### src/rtl/core/bpa_pkg.sv
// shared types, widths and codes for the bitmap page allocator
package bpa_pkg;

  localparam int OP_W            = 2;
  localparam int PID_W           = 16;
  localparam int ST_W            = 3;
  localparam int GP_W            = 12;
  localparam int HWO_W           = 13;
  localparam int WORD_W          = 32;
  localparam int BIT_W           = 5;
  localparam int CMP_W           = PID_W + 1;
  localparam int IN_TDATA_W      = 24;
  localparam int OUT_TDATA_W     = 32;
  localparam int DEF_TOTAL_PAGES = 4096;

  typedef enum logic [OP_W-1:0] {
    OP_ALLOC_ANY = 2'd0,
    OP_ALLOC_AT  = 2'd1,
    OP_DISPOSE   = 2'd2,
    OP_CHECK     = 2'd3
  } op_t;

  typedef enum logic [ST_W-1:0] {
    ST_OK        = 3'd0,
    ST_NO_SPACE  = 3'd1,
    ST_RANGE     = 3'd2,
    ST_ALREADY   = 3'd3,
    ST_NOT_ALLOC = 3'd4
  } status_t;

  // controller to datapath
  typedef struct packed {
    logic clr_wr;
    logic k_zero;
    logic k_inc;
    logic load_req;
    logic rd_req;
    logic rd_scan;
    logic exec;
    logic scan_take;
    logic scan_fail;
  } cmd_t;

  // datapath to controller
  typedef struct packed {
    logic k_last;
    logic slow;
    logic hit;
    logic out_free;
  } stat_t;

endpackage

### src/rtl/core/bpa_ctrl.sv
// sequencing state machine for the bitmap page allocator
module bpa_ctrl
  import bpa_pkg::*;
(
  input  logic  clk,
  input  logic  rst_n,
  input  logic  in_tvalid,
  output logic  in_tready,
  input  stat_t stat,
  output cmd_t  cmd
);

  typedef enum logic [2:0] {
    S_CLEAR,
    S_IDLE,
    S_RD,
    S_EXEC,
    S_SCAN_RD,
    S_SCAN_CHK
  } state_t;

  state_t state_r, state_nxt;

  always_ff @(posedge clk) begin
    if (!rst_n) begin
      state_r <= S_CLEAR;
    end else begin
      state_r <= state_nxt;
    end
  end

  always_comb begin
    state_nxt = state_r;
    cmd       = '0;
    in_tready = 1'b0;
    unique case (state_r)
      S_CLEAR: begin
        cmd.clr_wr = 1'b1;
        cmd.k_inc  = 1'b1;
        if (stat.k_last) begin
          state_nxt = S_IDLE;
        end
      end
      S_IDLE: begin
        in_tready = 1'b1;
        if (in_tvalid) begin
          cmd.load_req = 1'b1;
          cmd.k_zero   = 1'b1;
          state_nxt    = S_RD;
        end
      end
      S_RD: begin
        if (stat.slow) begin
          state_nxt = S_SCAN_RD;
        end else begin
          cmd.rd_req = 1'b1;
          state_nxt  = S_EXEC;
        end
      end
      S_EXEC: begin
        if (stat.out_free) begin
          cmd.exec  = 1'b1;
          state_nxt = S_IDLE;
        end
      end
      S_SCAN_RD: begin
        cmd.rd_req  = 1'b1;
        cmd.rd_scan = 1'b1;
        state_nxt   = S_SCAN_CHK;
      end
      S_SCAN_CHK: begin
        if (stat.hit) begin
          if (stat.out_free) begin
            cmd.scan_take = 1'b1;
            state_nxt     = S_IDLE;
          end
        end else if (stat.k_last) begin
          if (stat.out_free) begin
            cmd.scan_fail = 1'b1;
            state_nxt     = S_IDLE;
          end
        end else begin
          cmd.k_inc = 1'b1;
          state_nxt = S_SCAN_RD;
        end
      end
      default: begin
        state_nxt = S_CLEAR;
      end
    endcase
  end

endmodule

### config.mk
export PLATFORM = sky130hd
export DESIGN_NAME = bpa_ctrl
export DESIGN_NICKNAME = d
export VERILOG_FILES = /design/src/rtl/core/bpa_pkg.sv /design/src/rtl/core/bpa_ctrl.sv
export SDC_FILE = /design/constraint.sdc
export NUM_CORES = 1
export LEC_CHECK = 0
export BUFFER_PORTS_ARGS = -buffer_cell sky130_fd_sc_hd__buf_2
export CAP_MARGIN = 20
export CORE_AREA = 3 3 40 42
export CTS_BUF_LIST = sky130_fd_sc_hd__clkbuf_8 sky130_fd_sc_hd__clkbuf_16
export CTS_CLUSTER_SIZE = 14
export DETAILED_ROUTE_END_ITERATION = 16
export DIE_AREA = 0 0 43 45
export GPL_TIMING_DRIVEN = 0
export HOLD_SLACK_MARGIN = 0.02
export SKIP_LAST_GASP = 1
export SYNTH_ARGS = -nofsm -noshare
export SYNTH_HDL_FRONTEND = slang
export SYNTH_SLANG_ARGS = --single-unit
### constraint.sdc
create_clock -name clk -period 2.4 [get_ports clk]
set_input_delay 0.24 -clock clk [delete_from_list [all_inputs] [get_ports clk]]
set_output_delay 0.24 -clock clk [all_outputs]
set_load 0.02 [all_outputs]
==> run metrics <==
outcome=completed; clock sinks=3; Unique masters post-synth=26; crit path kind=reg -> out; PwrDens=761 nW/um2; maximum root-to-sink buffer count=2; biggest regs=state_r (3); Largest register FFs=3; Iteration-0 DRC Markers=5; Worst-path clk slew=0.03 ns; Core Region=1280 um2; actual slew at the worst max-slew pin=0.260 ns; mean post-synth cell area=8.12 um2; worst r2r src=state_r[0]; Hold Crit Start=rst_n; clock group share of total power=0.378; Worst VDD drop=0.000225 V; DR pass1 iterations=2; CP max FO=10; Setup Viol. Count Final=0; total I/O pin count=17; layout cells sized above 1=0.460; Arrival @ worst endpoint=1.33 ns; row count=13; DR WL/cell=11.0 um; kind of end point of the critical path=primary output; Post-Layout Cell Count=78; Critical Path Start Type=register; MaxCap Viol Count=0; starting density of the core=0.272; Switch Pwr=0.137 mW; initial antenna violation count=0; CTS tree=done; global router's overall resource usage=0.101; CTS buffer count=3; placed insts=74; sequential fraction of the synthesis area=0.172; HPWL after DPL=623 um; R2R cell count=3; fill count=145; # Post-CTS Setup Buffers=0; sequential share of power=0.178; final hold vios=0; # hold bufs at CTS=0; utilization after layout=0.384; Layout Nets=71; RSZ-0062 raised after global routing=no; Die X-Extent=43 um; Clock Skew=0.000902 ns; Yosys reg bits=3; Max Fclk=635 MHz; largest net degree at the start of global routing=11; Sw Share=0.365; first-pass GRT wire length=1350 um; Ys Warns=0; DR vias=354; Biggest register=state_r; Detail Route Antenna Nets=0; max-slew violations=0; Resize count post-CTS=0; fin crit period=1.57 ns; FF-to-FF End=state_r[0]; Worst-Skew Late Latency=0.21 ns; Final Cycle Share=0.656; hold depth=2; Die Y=45 um; number of antenna diodes=0; Vias/cell=4.54; Area growth, synth to finish=41.2%; die area=1940 um2; static leakage=0.228 nW; relative slew slack=0.827; CP Data Required Time=2.16 ns; Hold WC Path Type=in -> reg; Buffers on Ports=16; Synth Net Count=50; total detailed-routing wirelength=859 um; total negative setup slack=0 ns; Post-Syn Area=349 um2; grt total ovfl=0; flop-to-flop setup slack=1.28 ns; DRC Markers=0; htree depth=1; gpl congestion=0.685; Hold Path End=state_r[2]; vias in the first global route=311; combinational power share=0.444; Clock Tree Root=clkbuf_8; Int Power=0.238 mW; Post-Syn Instances=43
==> cell type report <==
class / instances / area, um2 / share of cell area
multi-input cells: 34 / 244 / 0.495
repair buffers: 16 / 80.1 / 0.162
flip-flops and latches: 3 / 60.1 / 0.122
clock buffers: 3 / 41.3 / 0.0838
plain buffers: 4 / 37.5 / 0.0761
well taps: 15 / 18.8 / 0.0381
inverters: 2 / 7.51 / 0.0152
clock inverters: 1 / 3.75 / 0.00761
==> layout by cell type, fill, tap and decap left out, types with 2 or more instances in the layout <==
cell type,n
buf_2,16
nor2_1,5
nor2b_1,4
inv_1,3
nor3_1,3
clkbuf_8,3
dfxtp_1,3
buf_6,2
buf_4,2
or2_1,2
a21oi_1,2
nand3_1,2
==> worst max-delay path, cell delays in order, from the launching register on <==
cell and delay [ns]:
dfxtp_1 0.40, buf_4 0.19, nand2_1 0.10, nor4b_2 0.22
buf_2 0.20
==> power groups by stage <==
stage	logic, mW	clock network, mW	registers (mW)
3_5_place_dp	0.167	0	0.0675
6_report	0.167	0.142	0.0667
4_1_cts	0.168	0.148	0.0670
2_1_floorplan	0.125	0	0.0650
3_3_place_gp	0.165	0	0.0674
5_1_grt	0.183	0.154	0.0687
==> worst max path at each step <==
stage | to | from
finish | cmd[0] | state_r[0]
CTS | cmd[0] | state_r[0]
floorplan | cmd[0] | state_r[0]
global placement | cmd[0] | state_r[0]
detailed placement | cmd[0] | state_r[0]
global route | cmd[0] | state_r[0]
==> per-layer routing <==
layer	vias to the layer above	wire, um	part of all wire	GRT usage
met5	-	0	0	0
met4	0	0	0	0.0723
met3	0	59	0.069	0.0478
met2	9	409	0.48	0.129
met1	156	391	0.46	0.129
li1	189	-	-	-
==> stage by stage <==
stage	hold WS (ns)	cell area (um2)	total power, mW	setup WS [ns]
floorplan	0.368	349	0.190	1.07
global placement	0.494	448	0.233	1.06
detailed placement	0.498	448	0.235	1.05
CTS	0.272	493	0.384	0.818
global route	0.302	493	0.406	0.701
finish	0.273	493	0.375	0.826
==> logic make-up after synthesis <==
| family | count (synthesis) | share of synthesized area |
|---|---|---|
| and+or+nand+nor | 24 | 0.434 |
| AOI/OAI and AO/OA | 9 | 0.222 |
| buffers and inverters | 6 | 0.129 |
| DFF | 3 | 0.172 |
| muxes | 1 | 0.0430 |
==> cell usage after synthesis <==
cell | count | area (um2)
a21boi_2 | 1 | 11.3
a21oi_1 | 2 | 10.0
a221oi_1 | 1 | 8.76
a32oi_1 | 1 | 8.76
and3_1 | 1 | 6.26
buf_4 | 2 | 15.0
buf_6 | 2 | 22.5
dfxtp_1 | 3 | 60.1
inv_1 | 2 | 7.51
mux2_4 | 1 | 15.0
nand2_1 | 1 | 3.75
nand2b_1 | 1 | 6.26
nand2b_4 | 1 | 13.8
nand3_1 | 2 | 10.0
nand4b_1 | 1 | 8.76
nor2_1 | 5 | 18.8
nor2b_1 | 4 | 25.0
nor2b_2 | 1 | 8.76
nor3_1 | 3 | 15.0
nor4b_2 | 1 | 15.0
o211ai_1 | 1 | 7.51
o21ai_0 | 1 | 5.00
o21ai_1 | 1 | 5.00
o31ai_4 | 1 | 21.3
or2_1 | 2 | 12.5
or2b_1 | 1 | 7.51
Note: power is estimated with default switching activity, not from simulation.
